[src/sv/box_mean_filter_core_defines.svh]
// Assertion macros shared by the box mean filter RTL.
// Depends on nothing; included by the files that assert.
`ifndef BOX_MEAN_FILTER_CORE_DEFINES_SVH
`define BOX_MEAN_FILTER_CORE_DEFINES_SVH
// Check that an antecedent implies a consequent in the next cycle.
`define BMF_ASSERT_NEXT(label, clk, rst, a, c) \
  label: assert property (@(posedge clk) disable iff (rst) (a) |=> (c)) \
    else $error("assertion failed");
// Check that an antecedent implies a consequent in the same cycle.
`define BMF_ASSERT_NOW(label, clk, rst, a, c) \
  label: assert property (@(posedge clk) disable iff (rst) (a) |-> (c)) \
    else $error("assertion failed");
`endif

[src/sv/bmf_pkg.sv]
// Package of the box mean filter: job record passed front to back, constants.
// Depends on nothing.
`timescale 1ns / 1ps
`default_nettype none
package bmf_pkg;
  localparam int unsigned SLOTS = 5;
  localparam int unsigned CW = 13;    // coordinate width, covers up to 4096
  localparam int unsigned SW = 13;    // window sum, 25 * 255 fits

  localparam logic [1:0] REG_WIDTH  = 2'd0;
  localparam logic [1:0] REG_HEIGHT = 2'd1;
  localparam logic [1:0] REG_FIVE   = 2'd2;

  // Line store row slot, row number modulo SLOTS.
  typedef logic [2:0] slot_t;

  // One output pixel to be computed: its window bounds and position.
  typedef struct packed {
    logic [CW-1:0] row;
    logic [CW-1:0] col;
    logic [CW-1:0] top;
    logic [CW-1:0] bot;
    logic [CW-1:0] lef;
    logic [CW-1:0] rig;
    slot_t         top_slot;
    logic          last;
  } job_t;

  typedef enum logic [1:0] {
    B_IDLE,
    B_SUM,
    B_DIV,
    B_OUT
  } back_state_t;

  // Advance a row slot, wrapping after the last one.
  function automatic slot_t slot_inc(input slot_t s);
    return (s == slot_t'(SLOTS - 1)) ? slot_t'(0) : s + slot_t'(1);
  endfunction

  // Reciprocal-free division: count is at most 25, iterate restoring steps.
endpackage
`default_nettype wire

[src/sv/bmf_front.sv]
// Front part: tracks raster position, writes line store, emits job records.
// Depends on bmf_pkg. Writes the store through ports to the top level.
`timescale 1ns / 1ps
`default_nettype none
module bmf_front #(
  parameter int unsigned MAXW = 1024,
  parameter int unsigned MAXH = 1024
) (
  input  wire logic                    clk,
  input  wire logic                    rst,
  input  wire logic                    restart,
  input  wire logic [10:0]             cfg_w,
  input  wire logic [10:0]             cfg_h,
  input  wire logic                    cfg_five,
  input  wire logic                    hold_in,
  input  wire logic                    in_valid,
  output logic                         in_ready,
  output logic                         job_valid,
  input  wire logic                    job_ready,
  output bmf_pkg::job_t                job,
  output logic                         wr_en,
  output bmf_pkg::slot_t               wr_slot,
  output logic [bmf_pkg::CW-1:0]       wr_col
);
  localparam int unsigned CW = bmf_pkg::CW;
  logic [CW-1:0] w, h, half;
  logic [CW-1:0] row_count, col_count;
  logic          busy;
  logic [CW-1:0] rlo, rhi, clo, chi, r, c;
  logic          rok, cok;
  logic [CW-1:0] cur_r, cur_c;
  bmf_pkg::slot_t row_slot, cur_slot;
  logic [2:0]    top_diff;

  always_comb begin
    w = (cfg_w == 11'd0) ? CW'(1) : (CW'(cfg_w) > CW'(MAXW) ? CW'(MAXW) : CW'(cfg_w));
    h = (cfg_h == 11'd0) ? CW'(1) : (CW'(cfg_h) > CW'(MAXH) ? CW'(MAXH) : CW'(cfg_h));
    half = cfg_five ? CW'(2) : CW'(1);
  end

  always_comb begin
    rok = 1'b0; rlo = '0; rhi = '0;
    if (row_count + CW'(1) == h) begin
      rok = 1'b1; rhi = h - CW'(1);
      rlo = (h - CW'(1) >= half) ? h - CW'(1) - half : '0;
    end else if (row_count >= half) begin
      rok = 1'b1; rlo = row_count - half; rhi = rlo;
    end
    cok = 1'b0; clo = '0; chi = '0;
    if (col_count + CW'(1) == w) begin
      cok = 1'b1; chi = w - CW'(1);
      clo = (w - CW'(1) >= half) ? w - CW'(1) - half : '0;
    end else if (col_count >= half) begin
      cok = 1'b1; clo = col_count - half; chi = clo;
    end
  end

  assign in_ready = !busy && !restart && !hold_in;
  assign wr_en    = in_valid && in_ready;
  assign wr_slot  = row_slot;
  assign wr_col   = col_count;

  // Iterate over the ready rectangle, one job per cycle while job_ready is high.
  assign job_valid = busy;
  always_comb begin
    job.row  = r;
    job.col  = c;
    job.top  = (r >= half) ? r - half : '0;
    job.bot  = (r + half < h) ? r + half : h - CW'(1);
    job.lef  = (c >= half) ? c - half : '0;
    job.rig  = (c + half < w) ? c + half : w - CW'(1);
    job.last = (r == rhi) && (c == chi);
    // top row lies at most four rows above the current one
    top_diff = 3'(cur_r - job.top);
    job.top_slot = (cur_slot >= top_diff) ? cur_slot - top_diff
                                          : cur_slot + 3'(bmf_pkg::SLOTS) - top_diff;
  end

  always_ff @(posedge clk) begin
    if (rst || restart) begin
      busy <= 1'b0;
      row_count <= '0;
      col_count <= '0;
      row_slot <= '0;
    end else if (busy) begin
      if (job_ready) begin
        if (job.last) begin
          busy <= 1'b0;
          if (cur_c + CW'(1) >= w) begin
            col_count <= '0;
            if (cur_r + CW'(1) >= h) begin
              row_count <= '0;
              row_slot <= '0;
            end else begin
              row_count <= cur_r + CW'(1);
              row_slot <= bmf_pkg::slot_inc(cur_slot);
            end
          end else begin
            col_count <= cur_c + CW'(1);
          end
        end else if (c == chi) begin
          c <= clo;
          r <= r + CW'(1);
        end else begin
          c <= c + CW'(1);
        end
      end
    end else if (wr_en) begin
      cur_r <= row_count;
      cur_c <= col_count;
      cur_slot <= row_slot;
      if (rok && cok) begin
        busy <= 1'b1;
        r <= rlo;
        c <= clo;
      end else if (col_count + CW'(1) >= w) begin
        col_count <= '0;
        if (row_count + CW'(1) >= h) begin
          row_count <= '0;
          row_slot <= '0;
        end else begin
          row_count <= row_count + CW'(1);
          row_slot <= bmf_pkg::slot_inc(row_slot);
        end
      end else begin
        col_count <= col_count + CW'(1);
      end
    end
  end
endmodule
`default_nettype wire

[config.mk]
export PLATFORM = sky130hd
export DESIGN_NAME = bmf_front
export DESIGN_NICKNAME = d
export VERILOG_FILES = /design/src/sv/box_mean_filter_core_defines.svh /design/src/sv/bmf_pkg.sv /design/src/sv/bmf_front.sv
export SDC_FILE = /design/constraint.sdc
export NUM_CORES = 1
export LEC_CHECK = 0
export BUFFER_PORTS_ARGS = -buffer_cell sky130_fd_sc_hd__buf_2
export CORE_MARGIN = 2
export CORE_UTILIZATION = 65
export DETAILED_ROUTE_END_ITERATION = 8
export PLACE_DENSITY = 0.95
export SYNTH_ARGS = -nofsm -noshare
export SYNTH_HDL_FRONTEND = slang
export SYNTH_SLANG_ARGS = --single-unit
export TNS_END_PERCENT = 100
[constraint.sdc]
create_clock -name clk -period 10.46 [get_ports clk]
set_clock_uncertainty 0.2 [all_clocks]
set_input_delay 1.046 -clock clk [delete_from_list [all_inputs] [get_ports clk]]
set_output_delay 1.046 -clock clk [all_outputs]
set_load 0.005 [all_outputs]
==> results by group, run 1 <==
Floorplan
  – Die area: 17000 sq um
  – Site Rows: 46
  – Core area: 15800 sq um
  – Die width: 131 um
  – I/O Pins: 130
  – Die Y: 131 um
  – Starting Density: 66.0%

Route
  – Routed met1 length: 12000 um
  – Highest metal used: met4
  – Avg WL per Cell: 19.1 um
  – DR WL met2: 14600 um
  – Via density: 6.53
  – Wire length on met3: 2650 um
  – Iter 0 DRT Violations: 1084
  – Vias post-DR: 10398
  – DRT Pass-1 Iters: 6
  – DRC viols: 0
  – Remaining antenna violation count after routing: 0
  – Detailed-route wire length: 30500 um

Logic synthesis
  – FF+latch count, synth: 85
  – Post-Syn Area: 10400 sq um
  – Number of synthesized flops with an enable pin: 55
  – Count of cell types in the netlist: 83
  – Async S/R FF share, synth: 0%
  – Yosys Warn Count: 0
  – Post-synthesis cell count: 1296
  – Post-synthesis sequential area ratio: 21.7%
  – Ys flop type: edfxtp_1
  – Synth Area per Inst: 8.03 sq um

Setup path
  – CP Class: in2out
  – Reg2reg setup slack: 4.61 ns
  – Crit Path Max Fanout: 19
  – CP endpoint: job[2]
  – R2r endpoint: c[9]
  – Startpoint types: primary input
  – CP endpoint kind: output port
  – Critical Path RT: 9.21 ns
  – Peak per-stage delay on the critical path: 0.70 ns
  – Worst r2r path cells: 16
  – Reg2reg start: wr_col[2]
  – Beginning of the critical path: cfg_five
  – CP Cell Sequence: buf_2 -> inv_1 -> ha_1 -> inv_1 -> o21bai_1 -> nand2b_1 -> or4_1 -> nor2_1 -> nor2_1 -> ha_1 -> inv_1 -> fa_1 -> ha_1 -> o21ai_0 -> nand2b_1 -> a21oi_1 -> mux2_2 -> buf_2
  – Arrival @ worst endpoint: 6.04 ns
  – Slowest CP cell: nor2_1

Job
  – Maxcap violations: 0

Place
  – IO buf count: 125
  – RePlAce Congestion: 1.07
  – Post-Place Cells: 1577
  – DP HPWL: 23300 um

Clock network
  – Root Buffer: clkbuf_16
  – TritonCTS clock tree: built
  – Clock Latency Late Sink: 0.36 ns
  – Hold_buf cts: 0
  – Bufs on Longest Clock Path: 2
  – Number of H-tree levels: 3
  – Clk slew on worst S/H paths: 0.07 ns
  – Post-CTS Setup Repair Bufs: 0
  – Clock sink count: 85
  – CTS buffer count: 9
  – Post-CTS sizing: 0

STA
  – Max Clock Freq: 137 MHz
  – Final TNS setup: 0 ns
  – Unrepaired setup endpoints after global routing: no
  – Worst slew margin relative to its limit: 11.6%
  – Final min period: 7.29 ns
  – Final hold violation count: 0
  – Setup-failing EPs final: 0
  – Final period utilization: 69.7%
  – Max-slew violations: 0
  – Worst-margin pin slew: 1.32 ns

Power and ir drop
  – PD cells: 81.0 nW/um^2
  – LEAKAGE: 4.70 nW
  – Max VDD drop: 0.0746 mV

Worst hold path
  – Worst hold path class: reg2reg

Layout
  – Fin nets: 1511
  – Most frequent cells in the layout: 132 x nor2_1, 125 x buf_2, 106 x nand2_1
  – Syn-to-layout area delta: 9.15%
  – Layout Cells excl Fill: 1593
  – Antenna cells: 0
  – Share of layout cells above drive strength 1: 13.8%
  – Commonest non-fill, non-tap cell in the layout: nor2_1

Global routing
  – Global-route wire length before repair: 47800 um
  – Largest net degree at the start of global routing: 33
  – Remaining Overflow, GRT: 0
  – GRT Overall Usage: 35.5%
  – Antenna violations before repair: 0
  – Vias in the first global route: 9500

Status
  – Status: finished, final reports clean
## cells in the mapped netlist, types with 16 or more instances
master	count	share of area, %
nor3_1	25	1.2
nor2b_1	17	1.0
a21o_1	20	1.4
o31ai_1	18	1.3
nor2_1	133	4.8
nand2_1	106	3.8
nand2b_1	24	1.4
buf_2	16	0.77
edfxtp_1	55	16
xnor2_1	103	8.7
a31oi_1	21	1.3
nand4_1	24	1.4
inv_1	67	2.4
xor2_1	51	4.3
and3_1	20	1.2
mux2i_1	29	2.8
o21ai_0	38	1.8
clkbuf_1	37	1.3
a21oi_1	66	3.2
dfxtp_1	30	5.8
ha_1	100	12
nor4_1	19	1.1
nand3_1	65	3.1
## power by group
group / total, mW / switching, mW / leakage [nW] / internal (mW)
clock network: 0.329 / 0.159 / 0.145 / 0.169
registers: 0.364 / 0.00429 / 0.740 / 0.360
logic: 0.227 / 0.134 / 3.82 / 0.0927
total: 0.919 / 0.298 / 4.70 / 0.622
## through the flow
stage | utilization [%] | hold WS (ns) | instance area (sq um) | power (mW) | setup WS (ns)
after floorplan | - | 0.203 | 10400 | 0.526 | 4.26
after global placement | 70.1 | 0.273 | 11100 | 0.586 | 3.41
after detailed placement | 70.1 | 0.290 | 11100 | 0.591 | 3.21
after CTS | 72.0 | 0.308 | 11400 | 0.913 | 3.20
after global routing | 72.0 | 0.329 | 11400 | 0.955 | 2.81
final | 72.0 | 0.314 | 11400 | 0.919 | 3.17
## state kept, by name (all words and copies together), names as in the netlist
register   count
c             13
cur_c         13
cur_r         13
cur_slot       3
job_valid      1
r             13
row_count     13
wr_col        13
wr_slot        3
## routing by layer
layer	vias to the layer above	track usage, %
met5	-	0
met4	0	18.2
met3	108	4.89
met2	613	59.7
met1	4840	44.7
li1	4837	-
## how the worst min path moves through the flow
stage | depth (start not counted) | start | to
3_5_place_dp | 0 | wr_slot[0] | cur_slot[0]
5_1_grt | 0 | wr_slot[0] | cur_slot[0]
3_3_place_gp | 0 | wr_slot[0] | cur_slot[0]
6_report | 0 | wr_slot[0] | cur_slot[0]
4_1_cts | 0 | wr_slot[0] | cur_slot[0]
2_1_floorplan | 0 | row_count[3] | cur_r[3]
## cells by family (layout without fill, tap and decap cells)
kind of cell	Yosys count	in the layout	share of synthesized area [%]
DFF	85	85	21.7
muxes	41	41	4.13
and+or+nand+nor	490	490	23.4
other	1	4	0.0361
adders and majority gates	110	110	14.0
AOI/OAI and AO/OA	275	275	18.2
xor gates and xnor gates	154	154	13.0
buffers and inverters	140	218	5.62
## cell type report
class,instances,area (sq um)
inverters,70,263
clock inverters,7,75.1
well taps,216,270
multi-input cells,1074,7590
repair buffers,132,678
flip-flops and latches,85,2250
clock buffers,9,225
fillers,1296,4420
## worst max-delay path, delay by kind of cell
kind,cells,cell delay (ns)
AOI/OAI and AO/OA,3,0.44
and+or+nand+nor,5,1.70
adders and majority gates,4,1.37
buffers and inverters,5,1.11
muxes,1,0.37
Power figures use the tool's default switching activity.
==> inputs of run 2 (changes only) <==
- ABC_AREA: unset -> 1
- CORE_UTILIZATION: 65 -> 55
- PLACE_DENSITY: 0.95 -> 0.87
- clock period: 10.46 -> 6.7 ns (I/O delays scaled with it)
==> results by group, run 2 <==
Status
  – Status: finished, final reports clean

Place
  – Post-Place Cells: 2067
  – IO buf count: 125
  – DP HPWL: 27200 um
  – RePlAce Congestion: 0.985

Global routing
  – Global-route wire length before repair: 55400 um
  – Vias in the first global route: 11008
  – Largest net degree at the start of global routing: 38
  – Antenna violations before repair: 0
  – GRT Overall Usage: 31.8%
  – Remaining Overflow, GRT: 0

Route
  – DRT Pass-1 Iters: 6
  – DRC viols: 0
  – Vias post-DR: 11933
  – Remaining antenna violation count after routing: 0
  – Via density: 5.73
  – Iter 0 DRT Violations: 1289
  – Avg WL per Cell: 16.5 um
  – Detailed-route wire length: 34400 um

Worst hold path
  – Hold Path End: cur_slot[1]
  – Worst hold path class: reg2reg
  – Hold Path Depth: 0
  – Worst min-delay path startpoint: wr_slot[1]

Logic synthesis
  – FF+latch count, synth: 85
  – Count leader, synth: nand2_1
  – Synth top area share: 14.9%
  – Post-synthesis sequential area ratio: 20.4%
  – Count of cell types in the netlist: 59
  – Area contributors post-synth: edfxtp_1 15%, nand2_1 13%, ha_1 11%, inv_1 8.5%, xor2_1 7.5%
  – Post-synthesis cell count: 1718
  – Cell taking the most area after synthesis: edfxtp_1
  – Commonest cells in the synthesized netlist: 387 x nand2_1, 249 x inv_1, 215 x nor2_1, 135 x nand3_1, 100 x ha_1
  – Async S/R FF share, synth: 0%
  – Post-Syn Area: 11100 sq um
  – Number of synthesized flops with an enable pin: 55
  – Yosys Warn Count: 0
  – Ys flop type: edfxtp_1
  – Synth Area per Inst: 6.44 sq um

STA
  – Final min period: 5.72 ns
  – Worst slew margin relative to its limit: 21.3%
  – Setup-failing EPs final: 0
  – Final hold violation count: 0
  – Min Hold Slack: 0.338 ns
  – Final TNS setup: 0 ns
  – Worst-margin pin slew: 1.17 ns
  – Max-slew violations: 0
  – Final period utilization: 85.4%
  – Unrepaired setup endpoints after global routing: no
  – Max Clock Freq: 175 MHz

Layout
  – Fin nets: 1952
  – Fin util: 62.0%
  – FF+latch area: 2250 sq um
  – Commonest non-fill, non-tap cell in the layout: nand2_1
  – Share of layout cells above drive strength 1: 10.7%
  – Most frequent cells in the layout: 387 x nand2_1, 249 x inv_1, 214 x nor2_1
  – Antenna cells: 0
  – Area of the multi-input gates: 7600 sq um
  – Syn-to-layout area delta: 9.82%
  – Layout Cells excl Fill: 2083
  – Fillers: 1862

Setup path
  – Worst r2r path cells: 24
  – Arrival @ worst endpoint: 4.85 ns
  – Reg2reg start: row_count[2]
  – Crit Path Max Fanout: 8
  – R2r endpoint: wr_col[5]
  – Reg2reg setup slack: 1.70 ns
  – Critical Path RT: 5.83 ns
  – CP endpoint kind: output port
  – CP Class: in2out
  – Startpoint types: primary input

Power and ir drop
  – Clk network pwr share: 33.9%
  – Int Power: 1.08 mW
  – PD cells: 136 nW/um^2
  – LEAKAGE: 5.97 nW
  – Net switching power: 565 uW
  – Logic pwr share: 30.6%
  – Reg power frac: 35.5%
  – Switching share of power: 34.3%
  – Max VDD drop: 0.150 mV

Floorplan
  – Site Rows: 51
  – Die area: 21300 sq um
  – Die width: 146 um
  – Core area: 19600 sq um
  – Die Y: 146 um
  – I/O Pins: 130
  – Starting Density: 56.5%

Clock network
  – CTS buffer count: 9
  – Post-CTS Setup Repair Bufs: 0
  – Clk slew on worst S/H paths: 0.06 ns
  – Number of H-tree levels: 3
  – Clock Latency Late Sink: 0.36 ns
  – Clock sink count: 85
  – Bufs on Longest Clock Path: 2
  – Hold_buf cts: 0
  – TritonCTS clock tree: built
  – Post-CTS sizing: 0
  – Root Buffer: clkbuf_16

Job
  – Maxcap violations: 0
-- run 2: kinds of logic (layout without fill, tap and decap cells) --
| kind of cell | count (synthesis) | count (layout) | synth area share, % |
|---|---|---|---|
| buf+inv | 308 | 405 | 11.0 |
| compound gates | 219 | 219 | 11.6 |
| xor+xnor | 108 | 108 | 8.55 |
| fa+ha+maj | 110 | 110 | 13.1 |
| simple gates | 886 | 886 | 35.2 |
| flops | 85 | 85 | 20.4 |
| mux | 1 | 1 | 0.102 |
| other cells | 1 | 4 | 0.0339 |
-- run 2: worst max-delay path by stage --
stage | startpoint | slack (ns) | to
finish | cfg_five | 0.98 | job[2]
floorplan | cfg_five | 1.60 | job[2]
CTS | cfg_five | 1.05 | job[2]
detailed placement | cfg_five | 1.05 | job[2]
global route | cfg_five | 0.67 | job[2]
global placement | cfg_five | 1.21 | job[2]
-- run 2: metrics by stage --
| stage | area, sq um | power, mW | setup WS [ns] |
|---|---|---|---|
| CTS | 12100 | 1.64 | 1.05 |
| global placement | 11800 | 1.07 | 1.21 |
| global route | 12100 | 1.73 | 0.672 |
| finish | 12100 | 1.65 | 0.979 |
| detailed placement | 11800 | 1.09 | 1.05 |
| floorplan | 11100 | 0.946 | 1.60 |
-- run 2: cell type report --
type	instances	area share, %
Inverter	258	7.97
Timing Repair Buffer	131	5.52
Clock inverter	6	0.773
Tap cell	265	2.73
Sequential cell	85	18.5
Multi-Input combinational cell	1328	62.6
Clock buffer	10	1.89
-- run 2: critical path, stage by stage --
cell     delay (ns)
buf_2          0.19
inv_1          0.11
ha_1           0.31
inv_1          0.06
o21ai_0        0.27
nor3_1         0.11
nand2_1        0.10
inv_1          0.05
nand2_1        0.07
inv_1          0.07
nand2_1        0.16
inv_1          0.17
nor2_1         0.25
ha_1           0.20
inv_1          0.05
fa_1           0.38
xnor2_1        0.22
xor2_1         0.33
ha_1           0.35
a21oi_1        0.16
nand3_1        0.15
mux2_2         0.30
buf_2          0.12
-- run 2: layer usage --
layer / routed length (um) / vias up / part of all wire, % / track usage (%)
li1: - / 5847 / - / -
met1: 14800 / 5406 / 43 / 43.8
met2: 15300 / 601 / 44 / 50.8
met3: 3310 / 79 / 9.6 / 4.80
met4: 985 / 0 / 2.9 / 11.3
met5: 0 / - / 0 / 0
-- run 2: power groups by stage --
stage	clock, mW	sequential [mW]	combinational (mW)
after detailed placement	0	0.596	0.491
after global placement	0	0.596	0.477
after CTS	0.560	0.584	0.495
after floorplan	0	0.589	0.358
final	0.558	0.585	0.505
after global routing	0.581	0.586	0.567
==> inputs of run 3 (changes only) <==
- CORE_UTILIZATION: 55 -> 66
- PLACE_DENSITY: 0.87 -> 0.95
- clock period: 6.7 -> 7.25 ns (I/O delays scaled with it)
==> results by group, run 3 (synthesized netlist as in run 2, its figures left out) <==
STA
  – Final TNS setup: 0 ns
  – Max Clock Freq: 163 MHz
  – Final min period: 6.15 ns
  – Worst slew margin relative to its limit: 20.5%
  – Final period utilization: 84.8%
  – Max-slew violations: 0
  – Unrepaired setup endpoints after global routing: no
  – Final hold violation count: 0
  – Worst-margin pin slew: 1.18 ns
  – Setup-failing EPs final: 0

Worst hold path
  – Worst min-delay path startpoint: wr_slot[0]
  – Hold Path End: cur_slot[0]
  – Hold Path Depth: 0
  – Worst hold path class: reg2reg

Route
  – Via density: 6.04
  – DRC viols: 0
  – Remaining antenna violation count after routing: 0
  – Detailed-route wire length: 34500 um
  – Vias post-DR: 12303
  – Avg WL per Cell: 16.9 um
  – Iter 0 DRT Violations: 1606
  – DRT Pass-1 Iters: 7

Floorplan
  – Die Y: 133 um
  – Starting Density: 67.2%
  – Core area: 16500 sq um
  – Site Rows: 47
  – Die width: 133 um
  – I/O Pins: 130
  – Die area: 17800 sq um

Status
  – Status: finished, final reports clean

Global routing
  – Antenna violations before repair: 0
  – Global-route wire length before repair: 55000 um
  – Vias in the first global route: 11095
  – Remaining Overflow, GRT: 0
  – GRT Overall Usage: 38.4%
  – Largest net degree at the start of global routing: 38

Layout
  – Fin nets: 1952
  – Share of layout cells above drive strength 1: 10.8%
  – Fillers: 1395
  – Antenna cells: 0
  – Commonest non-fill, non-tap cell in the layout: nand2_1
  – Design area: 12000 sq um
  – Fin util: 73.2%
  – Syn-to-layout area delta: 8.94%
  – Layout Cells excl Fill: 2038
  – Most frequent cells in the layout: 387 x nand2_1, 249 x inv_1, 214 x nor2_1

Place
  – Area after DPL: 11800 sq um
  – IO buf count: 125
  – RePlAce Congestion: 1.02
  – Post-Place Cells: 2022
  – DP HPWL: 27200 um

Clock network
  – CTS buffer count: 9
  – Hold_buf cts: 0
  – Clock Latency Late Sink: 0.35 ns
  – TritonCTS clock tree: built
  – Root Buffer: clkbuf_16
  – Post-CTS sizing: 0
  – Number of H-tree levels: 3
  – Clk slew on worst S/H paths: 0.07 ns
  – Clock sink count: 85
  – Post-CTS Setup Repair Bufs: 0
  – Bufs on Longest Clock Path: 2

Setup path
  – CP top delay family: adder cells
  – Reg2reg setup slack: 2.14 ns
  – Arrival @ worst endpoint: 5.22 ns
  – Slowest CP cell: nor2_1
  – Peak per-stage delay on the critical path: 0.38 ns
  – Startpoint types: primary input
  – R2r endpoint: r[6]
  – CP Cell Sequence: buf_2 -> inv_1 -> buf_4 -> ha_1 -> inv_1 -> o21ai_0 -> nor3_1 -> nand2_1 -> inv_1 -> nand2_1 -> inv_1 -> nand2_1 -> inv_1 -> nor2_1 -> ha_1 -> inv_1 -> fa_1 -> xnor2_1 -> xor2_1 -> ha_1 -> a21oi_1 -> nand3_1 -> mux2_2 -> buf_2
  – CP endpoint kind: output port
  – Reg2reg start: row_count[2]
  – CP Class: in2out
  – Cell mode on critical path: inv_1
  – Crit Path Max Fanout: 15
  – Worst r2r path cells: 23
  – Worst Path Buf+Inv: 9
  – Critical Path RT: 6.32 ns

Power and ir drop
  – LEAKAGE: 5.95 nW
  – Clk network pwr share: 30.5%
  – Logic pwr share: 32.3%
  – Int Power: 931 uW
  – Net switching power: 523 uW
  – PD cells: 121 nW/um^2
  – Switching share of power: 36.0%
  – Reg power frac: 37.2%
  – Max VDD drop: 0.150 mV

Job
  – Maxcap violations: 0
[run 3: final cells by class]
cell class                      count  area (sq um)  area share (%)
Clock inverter                      7          56.3           0.467
Inverter                          258           968            8.04
Tap cell                          220           275            2.28
Timing Repair Buffer              131           671            5.57
Multi-Input combinational cell   1328          7600            63.1
Clock buffer                        9           225            1.87
Sequential cell                    85          2250            18.7
[run 3: worst register-to-register path: cells and delay by family (launching register included)]
family / cells / cell delay, ns
buffers and inverters: 4 / 0.77
and+or+nand+nor: 17 / 2.62
xor gates and xnor gates: 1 / 0.30
DFF: 1 / 0.62
adders and majority gates: 1 / 0.30
[run 3: through the flow]
stage,hold slack [ns],power [mW],setup WS [ns]
3_5_place_dp,0.322,1.00,1.19
4_1_cts,0.332,1.44,1.18
3_3_place_gp,0.310,0.990,1.37
2_1_floorplan,0.203,0.874,2.04
6_report,0.339,1.45,1.10
5_1_grt,0.344,1.53,0.714
[run 3: how the worst max path moves through the flow]
stage / startpoint / to / slack [ns] / cells after the start
floorplan: cfg_five / job[2] / 2.04 / 21
global placement: cfg_five / job[2] / 1.37 / 24
detailed placement: cfg_five / job[2] / 1.19 / 24
CTS: cfg_five / job[2] / 1.18 / 24
global route: cfg_five / job[2] / 0.71 / 24
finish: cfg_five / job[2] / 1.10 / 24
[run 3: routing by layer]
layer / vias up / wire [um] / global-route usage (%)
met3: 107 / 3790 / 5.56
li1: 5852 / - / -
met2: 754 / 15600 / 61.7
met1: 5590 / 14000 / 52.8
met5: - / 0 / 0
met4: 0 / 1170 / 13.8
[run 3: power groups by stage]
stage                     combinational (mW)  clock, mW  sequential (mW)
after floorplan                        0.330          0            0.544
after global placement                 0.440          0            0.550
after detailed placement               0.454          0            0.551
after CTS                              0.458      0.441            0.540
after global routing                   0.526      0.462            0.541
final                                  0.470      0.443            0.541
